[src/cdsd_pkg.sv]
package cdsd_pkg;

    // pipeline depth inside the datapath modules (the output register sits in the top level)
    localparam int C_STAGES = 4;

    typedef logic [C_STAGES-1:0] t_stage_en;

    localparam logic [26:0] C_MS_PER_DAY  = 27'd86400000;
    localparam logic [26:0] C_MS_PER_HOUR = 27'd3600000;
    localparam logic [26:0] C_MS_PER_MIN  = 27'd60000;

    // low bits of the correction remainder: true remainder stays below three days of ms
    localparam int C_REM_W = 29;
    localparam logic [C_REM_W-1:0] C_REM_ONE   = C_REM_W'(C_MS_PER_DAY);
    localparam logic [C_REM_W-1:0] C_REM_TWO   = C_REM_W'(2 * 86400000);
    localparam logic [C_REM_W-1:0] C_REM_LIMIT = C_REM_W'(3 * 86400000);

    // floor(2^58 / ms per day), fits 32 bits; quotient estimate is (ms * recip) >> 26
    localparam logic [63:0] C_FRAC_RECIP_W = 64'h0400_0000_0000_0000 / 64'd86400000;
    localparam logic [31:0] C_FRAC_RECIP   = C_FRAC_RECIP_W[31:0];
    localparam int C_FRAC_SHIFT = 26;

    localparam int C_DAYS_W = 25;
    localparam logic signed [C_DAYS_W-1:0] C_DAYS_MAX = 25'sd4194303;
    localparam logic signed [C_DAYS_W-1:0] C_LEAP_BUG_DAY = 25'sd59;

endpackage

[src/calendar_date_to_serial_day_top.sv]
// calendar date and time of day to spreadsheet serial date
//
// input word on s_axis: year, month, day, hour, minute and seconds in ms;
// output word on m_axis: signed whole day count and the fraction of the day
// as unsigned q0.32, truncated. i_cfg_we writes i_cfg_wdata into the epoch
// bit (0 = 1900 epoch with its leap-day bug, 1 = 1904 epoch); write it only
// while no word is in flight.
//
// throughput: one word per cycle while m_axis does not stall; a word passes
// through four datapath stages and then the output register, each with its
// own valid bit. The fraction path sets the depth: time sum, day carry,
// reciprocal multiply, back-multiply, correction.
//
// a stage loads whenever it is empty or the next one moves, so bubbles close
// up and the block keeps taking words while a result waits on m_axis. A stall
// of m_axis fills the pipe and then drops s_axis_tready; nothing is lost or
// repeated. Reset clears all valid bits and the epoch bit.
module calendar_date_to_serial_day_top (
    input  logic        i_clk,
    input  logic        i_rst_n,
    input  logic        s_axis_tvalid,
    output logic        s_axis_tready,
    // year[13:0] month[17:14] day[22:18] hour[27:23] minute[33:28] second_ms[49:34]
    input  logic [55:0] s_axis_tdata,
    output logic        m_axis_tvalid,
    input  logic        m_axis_tready,
    // serial_days[22:0] day_fraction[54:23]
    output logic [55:0] m_axis_tdata,
    input  logic        i_cfg_we,
    input  logic        i_cfg_wdata
);
    import cdsd_pkg::*;

    localparam int C_DEPTH = C_STAGES + 1;

    logic               r_epoch_1904;
    logic [C_DEPTH-1:0] r_vld;
    logic [C_DEPTH-1:0] n_vld;
    logic [C_DEPTH-1:0] w_rdy;
    t_stage_en          w_en;

    logic               w_carry;
    logic [31:0]        w_qest;
    logic [C_REM_W-1:0] w_prod_lo;
    logic [C_REM_W-1:0] w_rem;
    logic signed [C_DAYS_W-1:0] w_days;
    logic               w_no_bump;
    logic               w_bump;
    logic signed [C_DAYS_W-1:0] w_sum;
    logic               w_sat;
    logic [31:0]        w_frac;

    logic [22:0]        r_serial;
    logic [31:0]        r_frac;

    // ready runs back from the output: a stage may load if empty or draining
    always_comb begin
        w_rdy[C_DEPTH-1] = !r_vld[C_DEPTH-1] || m_axis_tready;
        for (int k = C_DEPTH - 2; k >= 0; k--) begin
            w_rdy[k] = !r_vld[k] || w_rdy[k+1];
        end
        if (w_rdy[0]) begin
            n_vld[0] = s_axis_tvalid;
        end else begin
            n_vld[0] = r_vld[0];
        end
        for (int k = 1; k < C_DEPTH; k++) begin
            if (w_rdy[k]) begin
                n_vld[k] = r_vld[k-1];
            end else begin
                n_vld[k] = r_vld[k];
            end
        end
    end

    assign w_en = w_rdy[C_STAGES-1:0];

    always_ff @(posedge i_clk) begin
        if (!i_rst_n) begin
            r_vld        <= '0;
            r_epoch_1904 <= 1'b0;
        end else begin
            r_vld <= n_vld;
            if (i_cfg_we) begin
                r_epoch_1904 <= i_cfg_wdata;
            end
        end
    end

    // fraction of the day and the whole-day carry of the time fields
    cdsd_time u_time (
        .i_clk       (i_clk),
        .i_en        (w_en),
        .i_hour      (s_axis_tdata[27:23]),
        .i_minute    (s_axis_tdata[33:28]),
        .i_second_ms (s_axis_tdata[49:34]),
        .o_carry     (w_carry),
        .o_qest      (w_qest),
        .o_prod_lo   (w_prod_lo)
    );

    // day count of the date fields
    cdsd_date u_date (
        .i_clk        (i_clk),
        .i_en         (w_en),
        .i_year       (s_axis_tdata[13:0]),
        .i_month      (s_axis_tdata[17:14]),
        .i_day        (s_axis_tdata[22:18]),
        .i_epoch_1904 (r_epoch_1904),
        .o_days       (w_days),
        .o_no_bump    (w_no_bump)
    );

    // remainder of ms * 2^32 over ms per day; the ms * 2^32 term vanishes in the low bits
    assign w_rem  = C_REM_W'(0) - w_prod_lo;
    assign w_frac = w_qest + 32'(w_rem >= C_REM_ONE) + 32'(w_rem >= C_REM_TWO);

    // 1900 epoch counts the false feb 29, so later days move up by one
    assign w_bump = !w_no_bump && (w_days > C_LEAP_BUG_DAY);
    assign w_sum  = w_days + C_DAYS_W'(w_bump) + C_DAYS_W'(w_carry);
    assign w_sat  = (w_sum > C_DAYS_MAX);

    // output register
    always_ff @(posedge i_clk) begin
        if (w_rdy[C_DEPTH-1]) begin
            r_serial <= w_sat ? C_DAYS_MAX[22:0] : w_sum[22:0];
            r_frac   <= w_sat ? 32'hFFFF_FFFF : w_frac;
        end
    end

    assign s_axis_tready = w_rdy[0];
    assign m_axis_tvalid = r_vld[C_DEPTH-1];
    assign m_axis_tdata  = {1'b0, r_frac, r_serial};

    // an accepted word always lands in the first stage
    a_accept_loads: assert property (@(posedge i_clk) disable iff (!i_rst_n)
        (s_axis_tvalid && s_axis_tready) |=> r_vld[0])
        else $error("accepted word not captured in first stage");

    // a full pipe behind a stalled output must not take a word
    a_full_stall: assert property (@(posedge i_clk) disable iff (!i_rst_n)
        ((&r_vld) && !m_axis_tready) |-> !s_axis_tready)
        else $error("word accepted into a full stalled pipe");

    // a word moves into an empty next stage
    a_bubble_close: assert property (@(posedge i_clk) disable iff (!i_rst_n)
        (r_vld[1] && !r_vld[2]) |=> r_vld[2])
        else $error("word did not advance into empty stage");

    // reciprocal estimate is never more than two low
    a_rem_bound: assert property (@(posedge i_clk) disable iff (!i_rst_n)
        r_vld[C_STAGES-1] |-> (w_rem < C_REM_LIMIT))
        else $error("fraction correction out of range");

endmodule

[src/cdsd_time.sv]
module cdsd_time (
    input  logic                 i_clk,
    input  cdsd_pkg::t_stage_en  i_en,
    input  logic [4:0]           i_hour,
    input  logic [5:0]           i_minute,
    input  logic [15:0]          i_second_ms,
    output logic                 o_carry,
    output logic [31:0]          o_qest,
    output logic [cdsd_pkg::C_REM_W-1:0] o_prod_lo
);
    import cdsd_pkg::*;

    logic [26:0]        r_ms1;
    logic               r_carry2;
    logic [26:0]        r_msm2;
    logic               r_carry3;
    logic [31:0]        r_qest3;
    logic               r_carry4;
    logic [31:0]        r_qest4;
    logic [C_REM_W-1:0] r_prod4;

    logic               w_carry;
    logic [58:0]        w_prod;

    assign w_carry = (r_ms1 >= C_MS_PER_DAY);
    assign w_prod  = 59'(r_msm2) * 59'(C_FRAC_RECIP);

    // stage 1: time of day in ms
    always_ff @(posedge i_clk) begin
        if (i_en[0]) begin
            r_ms1 <= 27'(i_hour) * C_MS_PER_HOUR + 27'(i_minute) * C_MS_PER_MIN
                   + 27'(i_second_ms);
        end
    end

    // stage 2: whole day carry, at most one
    always_ff @(posedge i_clk) begin
        if (i_en[1]) begin
            r_carry2 <= w_carry;
            r_msm2   <= w_carry ? (r_ms1 - C_MS_PER_DAY) : r_ms1;
        end
    end

    // stage 3: reciprocal estimate, low by at most two
    always_ff @(posedge i_clk) begin
        if (i_en[2]) begin
            r_carry3 <= r_carry2;
            r_qest3  <= w_prod[C_FRAC_SHIFT+31:C_FRAC_SHIFT];
        end
    end

    // stage 4: back-multiply, only the low bits matter for the remainder
    always_ff @(posedge i_clk) begin
        if (i_en[3]) begin
            r_carry4 <= r_carry3;
            r_qest4  <= r_qest3;
            r_prod4  <= r_qest3[C_REM_W-1:0] * C_REM_ONE;
        end
    end

    assign o_carry   = r_carry4;
    assign o_qest    = r_qest4;
    assign o_prod_lo = r_prod4;

endmodule

[src/cdsd_date.sv]
module cdsd_date (
    input  logic                 i_clk,
    input  cdsd_pkg::t_stage_en  i_en,
    input  logic [13:0]          i_year,
    input  logic [3:0]           i_month,
    input  logic [4:0]           i_day,
    input  logic                 i_epoch_1904,
    output logic signed [cdsd_pkg::C_DAYS_W-1:0] o_days,
    output logic                 o_no_bump
);
    import cdsd_pkg::*;

    localparam logic [13:0] C_Y1899 = 14'd1899;
    localparam logic [13:0] C_Y1900 = 14'd1900;
    localparam logic [13:0] C_Y1904 = 14'd1904;
    localparam logic [3:0]  C_DEC   = 4'd12;
    localparam logic [3:0]  C_JAN   = 4'd1;
    localparam logic [3:0]  C_FEB   = 4'd2;

    // x / 100 for x below 2^15
    function automatic logic [8:0] f_div100(input logic [14:0] x);
        logic [27:0] p;
        p = 28'(x) * 28'd5243;
        return p[27:19];
    endfunction

    // days in the months before month m, common year
    function automatic logic [8:0] f_cum(input logic [3:0] m);
        logic [8:0] c;
        case (m)
            4'd2:    c = 9'd31;
            4'd3:    c = 9'd59;
            4'd4:    c = 9'd90;
            4'd5:    c = 9'd120;
            4'd6:    c = 9'd151;
            4'd7:    c = 9'd181;
            4'd8:    c = 9'd212;
            4'd9:    c = 9'd243;
            4'd10:   c = 9'd273;
            4'd11:   c = 9'd304;
            4'd12:   c = 9'd334;
            default: c = 9'd0;
        endcase
        return c;
    endfunction

    // stage 1
    logic [3:0]  w_mon;
    logic [13:0] w_y;
    logic [3:0]  w_m;
    logic [4:0]  w_d;
    logic [13:0] r_y1;
    logic [3:0]  r_m1;
    logic [4:0]  r_d1;
    logic        r_e1, r_sp0_1, r_sp60_1;
    logic signed [15:0] r_range1, r_ro1, r_ro3_1;

    // stage 2
    logic [14:0] w_mag_r, w_mag_ro, w_mag_ro3;
    logic [8:0]  w_qy, w_q100, w_q400;
    logic [13:0] r_y2;
    logic [3:0]  r_m2;
    logic [4:0]  r_d2;
    logic        r_e2, r_sp0_2, r_sp60_2;
    logic        r_neg_r2, r_neg_ro2, r_neg_ro3_2;
    logic [12:0] r_r4_2;
    logic signed [C_DAYS_W-1:0] r_365_2;
    logic [7:0]  r_qy2;
    logic [8:0]  r_q100_2;
    logic [5:0]  r_q400_2;

    // stage 3
    logic        w_leap;
    logic signed [13:0] w_t4;
    logic signed [10:0] w_t100, w_t400;
    logic [8:0]  w_cum;
    logic        r_e3, r_sp0_3, r_sp60_3;
    logic signed [C_DAYS_W-1:0] r_sa3;
    logic signed [10:0] r_sb3, r_c3;

    // stage 4
    logic signed [C_DAYS_W-1:0] w_days;
    logic signed [C_DAYS_W-1:0] r_days4;
    logic        r_nob4;

    always_comb begin
        w_mon = (i_month > C_DEC) ? C_DEC : i_month;
        if (i_year == 14'd0) begin
            if (i_epoch_1904) begin
                w_y = C_Y1904;
                w_m = C_JAN;
                w_d = 5'd1;
            end else begin
                w_y = C_Y1899;
                w_m = C_DEC;
                w_d = 5'd31;
            end
        end else begin
            w_y = i_year;
            w_m = w_mon;
            w_d = i_day;
        end
    end

    always_ff @(posedge i_clk) begin
        if (i_en[0]) begin
            r_y1     <= w_y;
            r_m1     <= w_m;
            r_d1     <= w_d;
            r_e1     <= i_epoch_1904;
            // base dates of the 1900 epoch
            r_sp0_1  <= !i_epoch_1904
                      && ((w_y == C_Y1899 && w_m == C_DEC && w_d == 5'd31)
                       || (w_y == C_Y1900 && w_m == C_JAN && w_d == 5'd0));
            // the false leap day
            r_sp60_1 <= !i_epoch_1904 && w_y == C_Y1900 && w_m == C_FEB && w_d == 5'd29;
            r_range1 <= $signed({2'b00, w_y}) - (i_epoch_1904 ? 16'sd1904 : 16'sd1900);
            // range plus epoch offset is year - 1900 in both epochs
            r_ro1    <= $signed({2'b00, w_y}) - 16'sd1900;
            r_ro3_1  <= $signed({2'b00, w_y}) - 16'sd1600;
        end
    end

    assign w_mag_r   = r_range1[15] ? 15'(-r_range1) : r_range1[14:0];
    assign w_mag_ro  = r_ro1[15]    ? 15'(-r_ro1)    : r_ro1[14:0];
    assign w_mag_ro3 = r_ro3_1[15]  ? 15'(-r_ro3_1)  : r_ro3_1[14:0];
    assign w_qy      = f_div100({1'b0, r_y1});
    assign w_q100    = f_div100(w_mag_ro);
    assign w_q400    = f_div100({2'b00, w_mag_ro3[14:2]});

    // quotients on magnitudes, sign put back later: division toward zero
    always_ff @(posedge i_clk) begin
        if (i_en[1]) begin
            r_y2        <= r_y1;
            r_m2        <= r_m1;
            r_d2        <= r_d1;
            r_e2        <= r_e1;
            r_sp0_2     <= r_sp0_1;
            r_sp60_2    <= r_sp60_1;
            r_neg_r2    <= r_range1[15];
            r_neg_ro2   <= r_ro1[15];
            r_neg_ro3_2 <= r_ro3_1[15];
            r_r4_2      <= w_mag_r[14:2];
            r_365_2     <= C_DAYS_W'(r_range1) * 25'sd365;
            r_qy2       <= w_qy[7:0];
            r_q100_2    <= w_q100;
            r_q400_2    <= w_q400[5:0];
        end
    end

    assign w_leap = (r_y2[1:0] == 2'b00)
                  && ((r_y2 != 14'(r_qy2) * 14'd100) || (r_qy2[1:0] == 2'b00));
    assign w_t4   = r_neg_r2    ? -$signed({1'b0, r_r4_2}) : $signed({1'b0, r_r4_2});
    assign w_t100 = r_neg_ro2   ? -$signed({2'b00, r_q100_2}) : $signed({2'b00, r_q100_2});
    assign w_t400 = r_neg_ro3_2 ? -$signed({5'b0, r_q400_2}) : $signed({5'b0, r_q400_2});
    assign w_cum  = f_cum(r_m2);

    always_ff @(posedge i_clk) begin
        if (i_en[2]) begin
            r_e3     <= r_e2;
            r_sp0_3  <= r_sp0_2;
            r_sp60_3 <= r_sp60_2;
            r_sa3    <= r_365_2 + C_DAYS_W'(w_t4);
            r_sb3    <= w_t400 - w_t100;
            // the leap day is added past february and taken off once: net -1 before march
            r_c3     <= $signed({2'b00, w_cum}) + $signed({6'b0, r_d2})
                      - ((w_leap && r_m2 <= C_FEB) ? 11'sd1 : 11'sd0);
        end
    end

    assign w_days = r_sa3 + C_DAYS_W'(r_sb3) + C_DAYS_W'(r_c3);

    always_ff @(posedge i_clk) begin
        if (i_en[3]) begin
            if (r_sp0_3) begin
                r_days4 <= '0;
            end else if (r_sp60_3) begin
                r_days4 <= 25'sd60;
            end else begin
                r_days4 <= w_days;
            end
            r_nob4 <= r_e3 || r_sp0_3 || r_sp60_3;
        end
    end

    assign o_days    = r_days4;
    assign o_no_bump = r_nob4;

endmodule

[config.mk]
export PLATFORM = sky130hd
export DESIGN_NAME = calendar_date_to_serial_day_top
export DESIGN_NICKNAME = d
export VERILOG_FILES = /design/src/cdsd_pkg.sv /design/src/calendar_date_to_serial_day_top.sv /design/src/cdsd_time.sv /design/src/cdsd_date.sv
export SDC_FILE = /design/constraint.sdc
export NUM_CORES = 2
export LEC_CHECK = 0
export ABC_AREA = 1
export BUFFER_PORTS_ARGS = -buffer_cell sky130_fd_sc_hd__buf_2
export CORE_MARGIN = 2
export CORE_UTILIZATION = 40
export DETAILED_ROUTE_END_ITERATION = 10
export GPL_ROUTABILITY_DRIVEN = 0
export HOLD_SLACK_MARGIN = 0.02
export PLACE_DENSITY = 0.55
export SLEW_MARGIN = 20
export SYNTH_ARGS = -nofsm -noshare
export SYNTH_HDL_FRONTEND = slang
export SYNTH_SLANG_ARGS = --single-unit
[constraint.sdc]
create_clock -name i_clk -period 7.5 [get_ports i_clk]
set_input_delay 0.375 -clock i_clk [delete_from_list [all_inputs] [get_ports i_clk]]
set_output_delay 0.375 -clock i_clk [all_outputs]
set_load 0.01 [all_outputs]
==> reports/results.ini <==
[status]
status=completed

[synth]
syn_avg_cell_area_um2=9.04
synth_top_flop_cell=edfxtp_1
synth.distinct_cells=59
syn-cell-area_um2=59900
ys_seq_area_frac=0.216
syn_inst=6623
synth.top_cell.area_share=0.239
async_flop_share=0
yosysTopAreaCell=fa_1
synth_edf_count=420
synthesis.nets=8343
ys.warnings.count=0
synth_area_leaders=fa_1, edfxtp_1, ha_1
synth_seq_cells=435

[global_routing]
antenna_found_initial=5
grt_pass1_vias=44600
overflow=0
grt_max_degree=84
grt_pass1_wl_um=241000
track_usage=0.200

[final_layout]
layout-drive-gt1-share=0.0387
fillerInstances=14600
layout_common_cells=inv_1, nand2_1, ha_1, fa_1, nor2_1
multi_input_area_um2=40800
design_area_um2=64900
fin_util=0.438
syn2layout_area_growth_pct=8.41
regArea_um2=12900
final_common_cell=inv_1
fin_nets=8517

[placed_design]
dp_slack_ns=0.695
io_buffers=112
hpwlAfterDp_um=131000
dpl_cell_area_um2=62900

[sta]
skew_ns=0.0382
finalCritPeriodShare=0.911
setup_tns_ns=0
setup_viol_count_final=0
setup_ws_ns=0.664
worst_pin_slew_ns=1.07
fmax_ghz=0.146
rsz0062_at_grt=no
period_needed_ns=6.84
slew-limit-headroom=0.279
hold_viol=0
slew_violations=0

[die]
die_x_um=391
io_pins=120
die_h_um=391
initial_core_util=0.404
rows=141
die-area_um2=153000
core_um2=148000

[worst_setup_path]
ff2ff_setup_slack_ns=0.66
end_kind=register
critPathCapture=u_date.r_q100_2[5]
start_kind=register
worstPathRequired_ns=7.91
cp-startpoint=u_date.r_ro3_1[0]
critical_path_class=reg -> reg
r2r_start=u_date.r_ro3_1[0]
cp.arrival_ns=7.25
path_max_fanout=5
rr_worst_depth=23
r2r_end=u_date.r_q100_2[5]

[cts]
root_buffer=clkbuf_16
tritoncts=built
cts_htree_levels=2
clkLatencyLatePin_ns=0.67
cts_resized=0
path_clk_slew_ns=0.06
clock-sinks=435
cts_buffers=52
cts.path.max_buffers=3
postCtsSetupBuffers=0
hold_buffers=15

[route]
vias_per_cell=4.92
drtAntennaViolNets=0
drtIter0Drc=2772
wire_per_inst_um=17.1
via_count=43100
drt_wl_total_um=150000
drc=0
first_pass_iters=6

[hold_path]
holdCritPathClass=in -> reg

[run]
cap_violations=0

per-layer routing:
| layer | share of wire | vias to the layer above | GRT usage |
|---|---|---|---|
| met5 | 0 | - | 0 |
| met4 | 0.023 | 0 | 0.0465 |
| met3 | 0.042 | 168 | 0.0227 |
| met2 | 0.45 | 848 | 0.329 |
| met1 | 0.48 | 20700 | 0.282 |
| li1 | - | 21400 | - |
cells in the mapped netlist (5+ instances only):
cell,number
o21ai_1,7
o211ai_1,10
a21boi_0,10
o21bai_1,31
clkbuf_1,11
xnor2_1,82
xor2_1,236
a21o_1,32
nor2_1,435
o21ai_0,220
o21a_1,17
nand3_1,227
or2_2,18
nand4_1,65
nand3b_1,17
fa_1,715
nand2_1,951
ha_1,943
a31oi_1,20
edfxtp_1,420
dfxtp_1,15
buf_6,8
a211oi_1,10
o31ai_1,15
inv_1,1613
a21oi_1,314
nand2_2,5
nor2_2,10
nor3_1,88
nor4_1,25
sequential cells by signal, indices dropped and copies added, names as in the netlist, 6 cells and up:
register          flops
r_frac               32
r_serial             23
u_date.o_days        25
u_date.r_365_2       25
u_date.r_c3          11
u_date.r_q100_2       9
u_date.r_q400_2       6
u_date.r_qy2          8
u_date.r_r4_2        13
u_date.r_range1      14
u_date.r_ro1         13
u_date.r_ro3_1       15
u_date.r_sa3         25
u_date.r_sb3         11
u_date.r_y1           8
u_date.r_y2          12
u_date.w_cum          9
u_time.o_prod_lo     18
u_time.o_qest        32
u_time.r_ms1         27
u_time.r_msm2        27
u_time.r_qest3       32
critical path, stage by stage (launching register included):
cell and delay (ns):
edfxtp_1 0.51, inv_1 0.27, ha_1 0.35, inv_1 0.16, nor3_1 0.21, nand3_1 0.13, nor3_1 0.24, nand2_1 0.15
o31ai_1 0.39, xor2_1 0.41, fa_1 0.47, inv_1 0.07, ha_1 0.24, fa_1 0.47, fa_1 0.55, inv_1 0.06
fa_1 0.53, inv_1 0.04, ha_1 0.32, a21oi_1 0.20, o21ai_0 0.17, a221oi_1 0.34, nand3_1 0.14, xor2_1 0.16
worst min path at each step:
stage                      from                 to  slack [ns]  depth (start not counted)
6_report        s_axis_tdata[6]  u_date.r_ro3_1[6]        0.08                          2
2_1_floorplan    u_date.r_d1[0]     u_date.r_d2[0]        0.40                          0
5_1_grt        s_axis_tdata[39]    u_time.r_ms1[5]        0.05                          2
3_5_place_dp    u_date.r_sp60_2    u_date.r_sp60_3        0.41                          0
4_1_cts         s_axis_tdata[6]  u_date.r_ro3_1[6]        0.03                          2
3_3_place_gp     u_date.r_d1[0]     u_date.r_d2[0]        0.40                          0
cells by family (layout without fill, tap and decap cells):
| group | Yosys count | after routing | share of synthesized area |
|---|---|---|---|
| xor+xnor | 320 | 320 | 0.0473 |
| fa+ha+maj | 1658 | 1658 | 0.436 |
| flops | 435 | 435 | 0.216 |
| compound gates | 709 | 709 | 0.0664 |
| buf+inv | 1642 | 1858 | 0.104 |
| other cells | 1 | 2 | 0.0000626 |
| simple gates | 1858 | 1858 | 0.131 |
metrics by stage:
stage	hold slack, ns	std cells
floorplan	0.400	6623
CTS	0.0255	8769
global placement	0.402	8658
finish	0.0828	8770
detailed placement	0.412	8658
global route	0.0542	8769
layout make-up:
type,instances,area share
repair buffers,144,0.0129
clock inverters,35,0.00813
multi-input cells,4546,0.628
inverters,1618,0.0936
diodes,1,0.0000385
well taps,1930,0.0372
flip-flops and latches,435,0.199
clock buffers,61,0.0210
Power is left out: the tool's default activity adds up to more than one toggle a clock period on the data nets, which glitch-free logic cannot reach.
